## src/rtl/core/metaball_marching_squares_cell_core_macros.svh

```systemverilog
// Assertion macros shared by the metaball cell core.
`ifndef METABALL_MARCHING_SQUARES_CELL_CORE_MACROS_SVH
`define METABALL_MARCHING_SQUARES_CELL_CORE_MACROS_SVH
`ifndef SYNTHESIS
`define MMSC_ASSERT(lbl, clk, rst, prop) \
   lbl: assert property (@(posedge clk) disable iff (rst) prop) \
      else $error("mmsc assertion failed");
`define MMSC_ASSERT_RST(lbl, clk, prop) \
   lbl: assert property (@(posedge clk) prop) \
      else $error("mmsc reset assertion failed");
`else
`define MMSC_ASSERT(lbl, clk, rst, prop)
`define MMSC_ASSERT_RST(lbl, clk, prop)
`endif
`endif

```

## src/rtl/core/mmsc_pkg.sv

```systemverilog
// Shared types, vertex codes and polygon table for the metaball cell core.
package mmsc_pkg;

   localparam int SUM_W     = 24;
   localparam int COORD_W   = 10;
   localparam int RSQ_W     = 20;
   localparam int DIV_STEPS = 24;
   localparam int ENT_FIX   = RSQ_W + 2 * COORD_W + 2;
   localparam logic [SUM_W-1:0] SUM_MAX = {SUM_W{1'b1}};
   localparam logic [SUM_W-1:0] ISO_RESET = 24'h010000;

   // vertex codes: corners, edge midpoints, end of list
   localparam logic [3:0] VTX_TL  = 4'd0;
   localparam logic [3:0] VTX_TR  = 4'd1;
   localparam logic [3:0] VTX_BR  = 4'd2;
   localparam logic [3:0] VTX_BL  = 4'd3;
   localparam logic [3:0] VTX_TM  = 4'd4;
   localparam logic [3:0] VTX_LM  = 4'd5;
   localparam logic [3:0] VTX_RM  = 4'd6;
   localparam logic [3:0] VTX_BM  = 4'd7;
   localparam logic [3:0] VTX_END = 4'd8;

   localparam logic [3:0] POLY_TABLE [0:15][0:5] = '{
      '{VTX_END, VTX_END, VTX_END, VTX_END, VTX_END, VTX_END},
      '{VTX_LM,  VTX_TL,  VTX_TM,  VTX_END, VTX_END, VTX_END},
      '{VTX_TM,  VTX_TR,  VTX_RM,  VTX_END, VTX_END, VTX_END},
      '{VTX_LM,  VTX_TL,  VTX_TR,  VTX_RM,  VTX_END, VTX_END},
      '{VTX_RM,  VTX_BR,  VTX_BM,  VTX_END, VTX_END, VTX_END},
      '{VTX_LM,  VTX_TL,  VTX_TM,  VTX_RM,  VTX_BR,  VTX_BM},
      '{VTX_TM,  VTX_TR,  VTX_BR,  VTX_BM,  VTX_END, VTX_END},
      '{VTX_TL,  VTX_TR,  VTX_BR,  VTX_BM,  VTX_LM,  VTX_END},
      '{VTX_LM,  VTX_BL,  VTX_BM,  VTX_END, VTX_END, VTX_END},
      '{VTX_BM,  VTX_BL,  VTX_LM,  VTX_TL,  VTX_TM,  VTX_END},
      '{VTX_BM,  VTX_BL,  VTX_LM,  VTX_TM,  VTX_TR,  VTX_RM},
      '{VTX_BL,  VTX_TL,  VTX_TR,  VTX_RM,  VTX_BM,  VTX_END},
      '{VTX_LM,  VTX_RM,  VTX_BR,  VTX_BL,  VTX_END, VTX_END},
      '{VTX_TL,  VTX_TM,  VTX_RM,  VTX_BR,  VTX_BL,  VTX_END},
      '{VTX_BL,  VTX_BR,  VTX_TR,  VTX_TM,  VTX_LM,  VTX_END},
      '{VTX_TL,  VTX_TR,  VTX_BR,  VTX_BL,  VTX_END, VTX_END}
   };

   typedef struct packed {
      logic [3:0]         case_index;
      logic               vertex_valid;
      logic [COORD_W-1:0] vertex_x;
      logic [COORD_W-1:0] vertex_y;
      logic               last_vertex;
   } rsp_word_type;

endpackage

```

## src/rtl/core/mmsc_front.sv

```systemverilog
// Front end: register the word, form corner distances and squares, push to the queue.
module mmsc_front #(
   parameter int CELL_SIZE = 5,
   parameter int CRD_W     = 11,
   parameter int DW        = 14,
   parameter int D2W       = 28,
   parameter int EW        = 154
) (
   input  logic                 clock,
   input  logic                 reset,
   input  logic                 in_valid,
   output logic                 in_stall,
   input  logic [7:0]           cell_col,
   input  logic [6:0]           cell_row,
   input  logic signed [11:0]   ball_x,
   input  logic signed [11:0]   ball_y,
   input  logic [9:0]           ball_radius,
   input  logic                 first_ball,
   input  logic                 last_ball,
   output logic                 push_valid,
   output logic [EW-1:0]        push_data,
   input  logic                 push_full
);

   logic                  s1_valid_ff, s2_valid_ff;
   logic [7:0]            col_ff;
   logic [6:0]            row_ff;
   logic signed [11:0]    bx_ff, by_ff;
   logic [9:0]            rad_ff;
   logic                  first_ff, last_ff;

   logic [2*DW-1:0]       sxa_ff, sxb_ff, sya_ff, syb_ff;
   logic [mmsc_pkg::RSQ_W-1:0]   rsq_ff;
   logic [mmsc_pkg::COORD_W-1:0] x0o_ff, y0o_ff;
   logic                  s2_first_ff, s2_last_ff;

   logic [CRD_W-1:0]      x0, y0, x1, y1;
   logic signed [DW-1:0]  dxa, dxb, dya, dyb, bxe, bye;
   logic                  s2_move, s2_take;
   logic [D2W-1:0]        d2_tl, d2_tr, d2_br, d2_bl;

   assign s2_move  = s2_valid_ff && !push_full;
   assign s2_take  = s1_valid_ff && (!s2_valid_ff || s2_move);
   assign in_stall = s1_valid_ff && !(!s2_valid_ff || s2_move);

   always_comb begin
      x0  = CRD_W'(32'(col_ff) * CELL_SIZE);
      y0  = CRD_W'(32'(row_ff) * CELL_SIZE);
      x1  = x0 + CRD_W'(CELL_SIZE);
      y1  = y0 + CRD_W'(CELL_SIZE);
      bxe = DW'(bx_ff);
      bye = DW'(by_ff);
      dxa = bxe - $signed({{(DW-CRD_W){1'b0}}, x0});
      dxb = bxe - $signed({{(DW-CRD_W){1'b0}}, x1});
      dya = bye - $signed({{(DW-CRD_W){1'b0}}, y0});
      dyb = bye - $signed({{(DW-CRD_W){1'b0}}, y1});
   end

   always_ff @(posedge clock) begin
      if (reset) begin
         s1_valid_ff <= 1'b0;
         s2_valid_ff <= 1'b0;
      end else begin
         s2_valid_ff <= s2_take || (s2_valid_ff && !s2_move);
         s1_valid_ff <= (in_valid && !in_stall) || (s1_valid_ff && !s2_take);
      end
      if (in_valid && !in_stall) begin
         col_ff   <= cell_col;
         row_ff   <= cell_row;
         bx_ff    <= ball_x;
         by_ff    <= ball_y;
         rad_ff   <= ball_radius;
         first_ff <= first_ball;
         last_ff  <= last_ball;
      end
      if (s2_take) begin
         sxa_ff      <= (2*DW)'(dxa * dxa);
         sxb_ff      <= (2*DW)'(dxb * dxb);
         sya_ff      <= (2*DW)'(dya * dya);
         syb_ff      <= (2*DW)'(dyb * dyb);
         rsq_ff      <= rad_ff * rad_ff;
         x0o_ff      <= x0[mmsc_pkg::COORD_W-1:0];
         y0o_ff      <= y0[mmsc_pkg::COORD_W-1:0];
         s2_first_ff <= first_ff;
         s2_last_ff  <= last_ff;
      end
   end

   assign d2_tl = sxa_ff + sya_ff;
   assign d2_tr = sxb_ff + sya_ff;
   assign d2_br = sxb_ff + syb_ff;
   assign d2_bl = sxa_ff + syb_ff;

   assign push_valid = s2_valid_ff;
   assign push_data  = {d2_bl, d2_br, d2_tr, d2_tl, rsq_ff, x0o_ff, y0o_ff,
                        s2_first_ff, s2_last_ff};

endmodule

```

## src/rtl/core/mmsc_queue.sv

```systemverilog
// Two-entry queue between the front end and the back end.
module mmsc_queue #(
   parameter int EW = 154
) (
   input  logic          clock,
   input  logic          reset,
   input  logic          push_valid,
   input  logic [EW-1:0] push_data,
   output logic          full,
   output logic          pop_valid,
   output logic [EW-1:0] pop_data,
   input  logic          pop
);

   logic [EW-1:0] mem_ff [2];
   logic          wr_ptr_ff, rd_ptr_ff;
   logic [1:0]    count_ff;
   logic          do_push, do_pop;

   assign full      = (count_ff == 2'd2);
   assign pop_valid = (count_ff != 2'd0);
   assign pop_data  = mem_ff[rd_ptr_ff];
   assign do_push   = push_valid && !full;
   assign do_pop    = pop && pop_valid;

   always_ff @(posedge clock) begin
      if (reset) begin
         wr_ptr_ff <= 1'b0;
         rd_ptr_ff <= 1'b0;
         count_ff  <= 2'd0;
      end else begin
         if (do_push) wr_ptr_ff <= ~wr_ptr_ff;
         if (do_pop)  rd_ptr_ff <= ~rd_ptr_ff;
         count_ff <= count_ff + 2'(do_push) - 2'(do_pop);
      end
      if (do_push) mem_ff[wr_ptr_ff] <= push_data;
   end

endmodule

```

## src/rtl/core/mmsc_back.sv

```systemverilog
// Back end: per-corner dividers, sum accumulation, classification and vertex output.
`include "metaball_marching_squares_cell_core_macros.svh"
module mmsc_back #(
   parameter int CELL_SIZE = 5,
   parameter int D2W       = 28,
   parameter int EW        = 154
) (
   input  logic                       clock,
   input  logic                       reset,
   input  logic                       q_valid,
   input  logic [EW-1:0]              q_data,
   output logic                       q_pop,
   input  logic [mmsc_pkg::SUM_W-1:0] iso_threshold,
   output logic                       out_valid,
   output mmsc_pkg::rsp_word_type     out_word,
   input  logic                       out_stall
);

   typedef enum logic [1:0] {ST_IDLE, ST_DIV, ST_ACC, ST_EMIT} state_type;

   localparam int SW = mmsc_pkg::SUM_W;
   localparam int CW = mmsc_pkg::COORD_W;
   localparam logic [CW-1:0] CS_C   = CW'(CELL_SIZE);
   localparam logic [CW-1:0] HALF_C = CW'(CELL_SIZE / 2);

   state_type              state_ff;
   logic [D2W-1:0]         d2_ff  [4];
   logic [D2W-1:0]         rem_ff [4];
   logic [SW-1:0]          quo_ff [4];
   logic                   sat_ff [4];
   logic [SW-1:0]          sum_ff [4];
   logic [SW-1:0]          num_ff;
   logic [4:0]             step_ff;
   logic                   first_ff, last_ff;
   logic [CW-1:0]          x0_ff, y0_ff;
   logic [3:0]             case_ff;
   logic [2:0]             emit_idx_ff;
   logic                   rsp_valid_ff;
   mmsc_pkg::rsp_word_type rsp_ff;

   logic [D2W-1:0]         rem_in [4];
   logic [SW-1:0]          quo_in [4];
   logic [SW-1:0]          sum_in [4];
   logic [3:0]             case_in;
   logic [mmsc_pkg::RSQ_W-1:0] q_rsq;
   mmsc_pkg::rsp_word_type word_in;
   logic [3:0]             code, code_next;
   logic [CW-1:0]          off_x, off_y;
   logic                   emit_go;
   logic                   empty_ok;

   assign q_rsq   = q_data[mmsc_pkg::ENT_FIX-1 -: mmsc_pkg::RSQ_W];
   assign q_pop   = (state_ff == ST_IDLE) && q_valid;
   // load the output register when it is empty or being taken
   assign emit_go = (state_ff == ST_EMIT) && (!rsp_valid_ff || !out_stall);

   // one quotient bit per lane per cycle, and the saturating accumulate
   always_comb begin
      logic [D2W:0]   shifted;
      logic           ge;
      logic [SW:0]    acc;
      logic [SW-1:0]  contrib;
      for (int i = 0; i < 4; i++) begin
         shifted   = {rem_ff[i], num_ff[SW-1]};
         ge        = shifted >= {1'b0, d2_ff[i]};
         rem_in[i] = ge ? D2W'(shifted - {1'b0, d2_ff[i]}) : D2W'(shifted);
         quo_in[i] = {quo_ff[i][SW-2:0], ge};
         contrib   = sat_ff[i] ? mmsc_pkg::SUM_MAX : quo_ff[i];
         acc       = {1'b0, first_ff ? {SW{1'b0}} : sum_ff[i]} + {1'b0, contrib};
         sum_in[i] = acc[SW] ? mmsc_pkg::SUM_MAX : acc[SW-1:0];
         case_in[i] = sum_in[i] >= iso_threshold;
      end
   end

   // vertex select for the current output slot
   always_comb begin
      code      = mmsc_pkg::POLY_TABLE[case_ff][emit_idx_ff];
      code_next = (emit_idx_ff == 3'd5) ? mmsc_pkg::VTX_END
                : mmsc_pkg::POLY_TABLE[case_ff][emit_idx_ff + 3'd1];
      unique case (code)
         mmsc_pkg::VTX_TR, mmsc_pkg::VTX_BR, mmsc_pkg::VTX_RM: off_x = CS_C;
         mmsc_pkg::VTX_TM, mmsc_pkg::VTX_BM:                   off_x = HALF_C;
         default:                                              off_x = '0;
      endcase
      unique case (code)
         mmsc_pkg::VTX_BR, mmsc_pkg::VTX_BL, mmsc_pkg::VTX_BM: off_y = CS_C;
         mmsc_pkg::VTX_LM, mmsc_pkg::VTX_RM:                   off_y = HALF_C;
         default:                                              off_y = '0;
      endcase
      if (case_ff == 4'd0) begin
         word_in = '{case_index: 4'd0, vertex_valid: 1'b0, vertex_x: '0,
                     vertex_y: '0, last_vertex: 1'b1};
      end else begin
         word_in = '{case_index: case_ff, vertex_valid: 1'b1,
                     vertex_x: x0_ff + off_x, vertex_y: y0_ff + off_y,
                     last_vertex: code_next == mmsc_pkg::VTX_END};
      end
   end

   always_ff @(posedge clock) begin
      if (reset) begin
         state_ff     <= ST_IDLE;
         rsp_valid_ff <= 1'b0;
         case_ff      <= 4'd0;
         emit_idx_ff  <= 3'd0;
         for (int i = 0; i < 4; i++) sum_ff[i] <= '0;
      end else begin
         if (emit_go) begin
            rsp_valid_ff <= 1'b1;
         end else if (!out_stall) begin
            rsp_valid_ff <= 1'b0;
         end
         unique case (state_ff)
            ST_IDLE: begin
               if (q_valid) begin
                  for (int i = 0; i < 4; i++) begin
                     d2_ff[i]  <= q_data[mmsc_pkg::ENT_FIX + i*D2W +: D2W];
                     rem_ff[i] <= D2W'(q_rsq[mmsc_pkg::RSQ_W-1:8]);
                     sat_ff[i] <= D2W'(q_rsq[mmsc_pkg::RSQ_W-1:8]) >=
                                  q_data[mmsc_pkg::ENT_FIX + i*D2W +: D2W];
                     quo_ff[i] <= '0;
                  end
                  num_ff   <= {q_rsq[7:0], 16'd0};
                  x0_ff    <= q_data[2*CW+1 -: CW];
                  y0_ff    <= q_data[CW+1 -: CW];
                  first_ff <= q_data[1];
                  last_ff  <= q_data[0];
                  step_ff  <= 5'd0;
                  state_ff <= ST_DIV;
               end
            end
            ST_DIV: begin
               for (int i = 0; i < 4; i++) begin
                  rem_ff[i] <= rem_in[i];
                  quo_ff[i] <= quo_in[i];
               end
               num_ff  <= {num_ff[SW-2:0], 1'b0};
               step_ff <= step_ff + 5'd1;
               if (step_ff == 5'(mmsc_pkg::DIV_STEPS - 1)) state_ff <= ST_ACC;
            end
            ST_ACC: begin
               for (int i = 0; i < 4; i++) sum_ff[i] <= sum_in[i];
               if (last_ff) begin
                  case_ff     <= case_in;
                  emit_idx_ff <= 3'd0;
                  state_ff    <= ST_EMIT;
               end else begin
                  state_ff <= ST_IDLE;
               end
            end
            ST_EMIT: begin
               if (emit_go) begin
                  rsp_ff       <= word_in;
                  emit_idx_ff  <= emit_idx_ff + 3'd1;
                  if (word_in.last_vertex) state_ff <= ST_IDLE;
               end
            end
            default: state_ff <= ST_IDLE;
         endcase
      end
   end

   assign out_valid = rsp_valid_ff;
   assign out_word  = rsp_ff;
   assign empty_ok  = rsp_ff.last_vertex && (rsp_ff.case_index == 4'd0);

   `MMSC_ASSERT_RST(a_reset_drops_output, clock, reset |=> !rsp_valid_ff)
   `MMSC_ASSERT(a_empty_last, clock, reset, rsp_valid_ff && !rsp_ff.vertex_valid |-> empty_ok)
   `MMSC_ASSERT(a_emit_in_range, clock, reset, state_ff == ST_EMIT |-> emit_idx_ff < 3'd6)

endmodule

```

## src/rtl/core/metaball_marching_squares_cell_core.sv

```systemverilog
// Top level of the metaball marching-squares cell core.
// Path from an accepted last-ball word to its first result: 2 front stages, queue write,
//   pop, 24 divider steps in the back end, accumulate, output register.
// The back end takes one ball at a time (pop, 24 divider steps, accumulate), set by the
//   bit-serial dividers; a last ball then emits its results (1 to 6), held by output stalls.
// Reset (synchronous, active high) clears all valids, the queue, the corner sums and
//   the case, and sets the threshold to 1.0; no clearing pass is needed.
module metaball_marching_squares_cell_core #(
   parameter int CELL_SIZE = 5
) (
   input  logic                clock,
   input  logic                reset,
   // configuration: iso threshold, Q8.16
   input  logic                csr_wr_en,
   input  logic [23:0]         csr_wr_data,
   // ball words in
   input  logic                req_valid,
   output logic                req_stall,
   input  logic [7:0]          req_cell_col,
   input  logic [6:0]          req_cell_row,
   input  logic signed [11:0]  req_ball_x,
   input  logic signed [11:0]  req_ball_y,
   input  logic [9:0]          req_ball_radius,
   input  logic                req_first_ball,
   input  logic                req_last_ball,
   // vertex words out
   output logic                rsp_valid,
   input  logic                rsp_stall,
   output logic [3:0]          rsp_case_index,
   output logic                rsp_vertex_valid,
   output logic [9:0]          rsp_vertex_x,
   output logic [9:0]          rsp_vertex_y,
   output logic                rsp_last_vertex
);

   // corner coordinate width covers the far corner of the largest column
   localparam int CRD_W = $clog2(256 * CELL_SIZE + 1);
   // signed distance width: room for ball and corner coordinates plus sign
   localparam int DW    = ((CRD_W > 12) ? CRD_W : 12) + 2;
   // squared distance, summed over two axes, still fits 2*DW bits
   localparam int D2W   = 2 * DW;
   // queue word: four squared distances, radius squared, origin, flags
   localparam int EW    = 4 * D2W + mmsc_pkg::ENT_FIX;

   logic [mmsc_pkg::SUM_W-1:0] iso_ff;
   logic                       push_valid, q_full, q_valid, q_pop;
   logic [EW-1:0]              push_data, q_data;
   mmsc_pkg::rsp_word_type     word;

   // threshold register; writes only while the core is idle, a rule the block does not enforce
   always_ff @(posedge clock) begin
      if (reset) begin
         iso_ff <= mmsc_pkg::ISO_RESET;
      end else if (csr_wr_en) begin
         iso_ff <= csr_wr_data;
      end
   end

   // front end: register the word, square the corner offsets
   mmsc_front #(
      .CELL_SIZE(CELL_SIZE), .CRD_W(CRD_W), .DW(DW), .D2W(D2W), .EW(EW)
   ) u_front (
      .clock       (clock),
      .reset       (reset),
      .in_valid    (req_valid),
      .in_stall    (req_stall),
      .cell_col    (req_cell_col),
      .cell_row    (req_cell_row),
      .ball_x      (req_ball_x),
      .ball_y      (req_ball_y),
      .ball_radius (req_ball_radius),
      .first_ball  (req_first_ball),
      .last_ball   (req_last_ball),
      .push_valid  (push_valid),
      .push_data   (push_data),
      .push_full   (q_full)
   );

   // decouple the front from the long division in the back
   mmsc_queue #(.EW(EW)) u_queue (
      .clock      (clock),
      .reset      (reset),
      .push_valid (push_valid),
      .push_data  (push_data),
      .full       (q_full),
      .pop_valid  (q_valid),
      .pop_data   (q_data),
      .pop        (q_pop)
   );

   // back end: divide, accumulate, classify, emit the polygon
   mmsc_back #(.CELL_SIZE(CELL_SIZE), .D2W(D2W), .EW(EW)) u_back (
      .clock         (clock),
      .reset         (reset),
      .q_valid       (q_valid),
      .q_data        (q_data),
      .q_pop         (q_pop),
      .iso_threshold (iso_ff),
      .out_valid     (rsp_valid),
      .out_word      (word),
      .out_stall     (rsp_stall)
   );

   assign rsp_case_index   = word.case_index;
   assign rsp_vertex_valid = word.vertex_valid;
   assign rsp_vertex_x     = word.vertex_x;
   assign rsp_vertex_y     = word.vertex_y;
   assign rsp_last_vertex  = word.last_vertex;

endmodule
```

## config.mk

```make
export PLATFORM = sky130hd
export DESIGN_NAME = metaball_marching_squares_cell_core
export DESIGN_NICKNAME = d
export VERILOG_FILES = /design/src/rtl/core/mmsc_pkg.sv /design/src/rtl/core/mmsc_front.sv /design/src/rtl/core/mmsc_queue.sv /design/src/rtl/core/mmsc_back.sv /design/src/rtl/core/metaball_marching_squares_cell_core.sv
export VERILOG_INCLUDE_DIRS = /design/src /design/src/rtl/core
export SDC_FILE = /design/constraint.sdc
export NUM_CORES = 2
export LEC_CHECK = 0
export ABC_AREA = 1
export BUFFER_PORTS_ARGS = -buffer_cell sky130_fd_sc_hd__buf_2
export CORE_ASPECT_RATIO = 1.4
export CORE_MARGIN = 4
export CORE_UTILIZATION = 44
export DETAILED_ROUTE_END_ITERATION = 8
export GPL_TIMING_DRIVEN = 0
export SETUP_SLACK_MARGIN = 0.2
export SYNTH_ARGS = -nofsm -noshare
export SYNTH_HDL_FRONTEND = slang
export SYNTH_SLANG_ARGS = --single-unit
```

## constraint.sdc

```tcl
create_clock -name clock -period 56.1 [get_ports clock]
set_input_delay 11.22 -clock clock [delete_from_list [all_inputs] [get_ports clock]]
set_output_delay 11.22 -clock clock [all_outputs]
set_load 0.005 [all_outputs]
```

==> metrics.md <==
| Metric | Value |
|---|---|
| DP Cell Count | `12.9k` |
| Highest fanout seen on the critical path | `13` |
| Post-route core utilization | `48.3%` |
| Post-place instance area | `92800 um2` |
| Die Outline Area | `208000 um2` |
| Transition at the pin with the smallest max-transition slack | `1.21 ns` |
| Yosys synthesis warning count | `0` |
| All-Layer GR Usage | `24.9%` |
| Number of buffers added for setup after CTS | `0` |
| Quantity of gates resized following cts | `0` |
| Post-synthesis instance area | `88300 um2` |
| Slew Limit Fails | `0` |
| Pin count of the biggest net entering global routing | `92` |
| Root buf cell | `clkbuf_16` |
| H-tree depth reported by CTS | `3` |
| Max Clock Freq | `74.0 MHz` |
| Routed WL per cell | `20.1 um` |
| Final antenna-violating net count | `0` |
| HPWL after DPL | `221000 um` |
| Die Span Y | `538 um` |
| Post-route non-filler standard cell count | `13.1k` |
| Final clock period utilization by the worst path | `24.1%` |
| Die span in x | `387 um` |
| Filler Cells Inserted | `19.3k` |
| Worst Clk Skew | `0.0442 ns` |
| Clock net sink count | `1020` |
| Nets | `11.9k` |
| Tmin final | `13.51 ns` |
| First-iteration detailed-routing DRC count | `4013` |
| Starting density of the core | `44.2%` |
| Most frequent cells in the layout | `1922 x nand2_1, 1784 x inv_1, 1034 x nor2_1` |
| Cell accounting for the most synthesized area | `edfxtp_1` |
| Number of nets produced by synthesis | `11.6k` |
| TNS Setup | `0 ns` |
| Avg Inst Size Synth | `8.78 um2` |
| Most common cell after layout, fill and taps aside | `nand2_1` |
| Maxcap violations | `0` |
| Number of antenna violations at the first check in global routing | `6` |
| Number of buffers created by CTS | `106` |
| Clock-pin slew of the registers on the worst-case setup and hold paths | `0.06 ns` |
| Cell type of the slowest stage on the worst timing path | `nor3_2` |
| Boundary pin count | `108` |
| Max-slew headroom at the worst pin | `18.9%` |
| Area fraction of the dominant cell type after synthesis | `33.3%` |
| Port Buf Inserts | `107` |
| CP Class | `in2reg` |
| Total via count in the routed design | `68.1k` |
| Main synth FF type | `edfxtp_1` |
| Synth Instances | `10.1k` |
| Sequential cell area | `30200 um2` |
| Crit path largest cell delay | `0.69 ns` |
| CTS Hold Buffers Added | `0` |
| Kind of path behind the tightest hold check | `reg2reg` |
| Outcome | `complete, no violations` |
| Number of hold-slack violations in the final timing report | `0` |
| Total setup violations reported at the end of the flow | `0` |
| Multi-input gate area in the final layout | `50400 um2` |
| Flip-flop and latch count after synthesis | `1020` |
| Sequential area share after synthesis | `34.2%` |
| Required time worst endpoint | `56.49 ns` |
| Endpoint class of the critical path | `flip-flop` |
| Post-synth cell types | `66` |
| Critical Path AT | `13.90 ns` |
| Clock tree from TritonCTS | `done` |
| Overall routed net length | `262000 um` |
| Worst-case clock buffer depth | `3` |
| Overall overflow remaining after global route | `0` |
| Insertion delay to the later sink of the worst-skew pair | `0.73 ns` |
| Sequence of cells on the critical path | `buf_2 -> buf_2 -> nor3_2 -> buf_6 -> buf_6 -> buf_6 -> buf_4 -> buf_6 -> buf_6 -> buf_8 -> buf_6` |
| Finished layout cell area | `96400 um2` |
| Largest delay contributor family on the critical path | `buffers and inverters` |
| WP buf/inv | `10` |
| Number of flops mapped to enable cells by yosys | `979` |
| Critical Path Source Type | `input port` |
| Cell types occupying the most area after synthesis | `edfxtp_1 33%, fa_1 14%, ha_1 12%` |
| DRC violation count after routing | `0` |
| Drt first pass iters | `7` |
| Unrepaired setup endpoints after global routing | `false` |
| Fraction of final layout cells sized beyond drive strength 1 | `5.94%` |
| Global-route wire length before repair | `402000 um` |
| Final estimated routing congestion in global placement | `1.04` |
| Via/cell ratio | `5.22` |
| Synth async-reset ratio | `0%` |
| Area added between synthesis and finish | `9.19%` |
| Core area | `200000 um2` |
| Library cell appearing most often on the critical path | `buf_6` |
| Number of global-route vias before repair | `70.6k` |
| FP Rows | `194` |
sequential cells by signal (all words and copies together), names as in the netlist, 5 cells and up, named ones only:
register	flops
u_back.out_word	26
u_back.step_ff	5
u_back.sum_ff	96
u_front.rsq_ff	19
u_back.rem_ff	112
u_back.quo_ff	96
u_back.y0_ff	10
u_front.x0o_ff	10
u_front.col_ff	8
u_front.sxa_ff	25
u_front.bx_ff	12
u_front.by_ff	12
u_back.d2_ff	112
u_back.x0_ff	10
u_queue.mem_ff	306
u_front.y0o_ff	10
u_front.row_ff	7
u_front.sxb_ff	25
u_front.syb_ff	25
iso_ff	24
u_front.rad_ff	10
u_back.num_ff	8
u_front.sya_ff	25
area by class of cell:
type	count	area share, %
Antenna cell	3	0.00779
Clock inverter	71	0.788
Buffer	198	0.979
Sequential cell	1020	31.4
Clock buffer	124	2.92
Tap cell	2646	3.44
Timing Repair Buffer	152	1.21
Inverter	1812	7.06
Multi-Input combinational cell	7025	52.2
stage by stage:
stage / setup WS (ns) / hold WS, ns
global placement: 20.21 / 0.427
CTS: 42.62 / 0.448
detailed placement: 41.86 / 0.434
global route: 42.45 / 0.457
floorplan: 29.61 / 0.400
finish: 42.59 / 0.451
cells in the mapped netlist, types with 7 or more instances:
master       n
a31o_2       8
nor2_1    1037
xor2_1     225
nor4_1      40
or2_2       95
ha_1       863
nand3_1    291
o211ai_1    20
dfxtp_1     41
nand2_1   1923
a31oi_1     36
and2_1       8
o21bai_1    52
inv_2       24
nor2_2       9
a21o_1      54
nand3b_1    11
xnor2_1    155
buf_6       10
a211oi_1    20
o21ai_0    406
mux2i_1      7
inv_1     1786
a21oi_2     13
buf_2       57
clkbuf_1   104
o21a_1      25
o31ai_1      9
o21ai_2     10
buf_1       13
fa_1       636
a21oi_1    707
and3_1      10
edfxtp_1   979
nand2_2     17
nand3_2      9
nor3_1     100
o21ai_1     48
a21boi_0    14
nand4_1    115
a21boi_1     8
buf_4       14
layer usage:
layer / GRT usage [%] / vias to the layer above / share of wire, %
met3: 2.34 / 540 / 3.2
li1: - / 33200 / -
met5: 0 / - / 0.014
met4: 14.9 / 6 / 7.1
met2: 47.8 / 1494 / 53
met1: 26.4 / 32800 / 36
worst register-to-register path: cells and delay by family (launching register included):
| kind | cells | cell delay, ns |
|---|---|---|
| simple gates | 15 | 1.86 |
| xor+xnor | 3 | 1.23 |
| compound gates | 2 | 0.40 |
| fa+ha+maj | 11 | 5.36 |
| buf+inv | 8 | 1.15 |
| flops | 1 | 0.73 |
path summary, 6_finish.rpt:
path	startpoint	end	slack, ns	cells after the start
setup / recovery	reset	u_back.quo_ff[0][37]	42.59	11
hold / removal	u_front.x0o_ff[5]	u_queue.mem_ff[0][17]	0.45	0
setup reg to reg	u_front.row_ff[1]	u_front.syb_ff[26]	45.05	39
hold reg to reg	u_front.x0o_ff[5]	u_queue.mem_ff[0][17]	0.45	0
kinds of logic (layout without fill, tap and decap cells):
| kind of cell | count (synthesis) | count (layout) | synth area share [%] |
|---|---|---|---|
| buffers and inverters | 2010 | 2357 | 8.77 |
| other | 2 | 5 | 0.00851 |
| AOI/OAI and AO/OA | 1447 | 1447 | 9.10 |
| and+or+nand+nor | 3686 | 3686 | 17.3 |
| muxes | 7 | 7 | 0.0794 |
| adders and majority gates | 1499 | 1499 | 26.7 |
| DFF | 1020 | 1020 | 34.2 |
| xor gates and xnor gates | 384 | 384 | 3.86 |
Power is left out: the tool's default activity adds up to more than one toggle a clock period on the data nets, which glitch-free logic cannot reach.
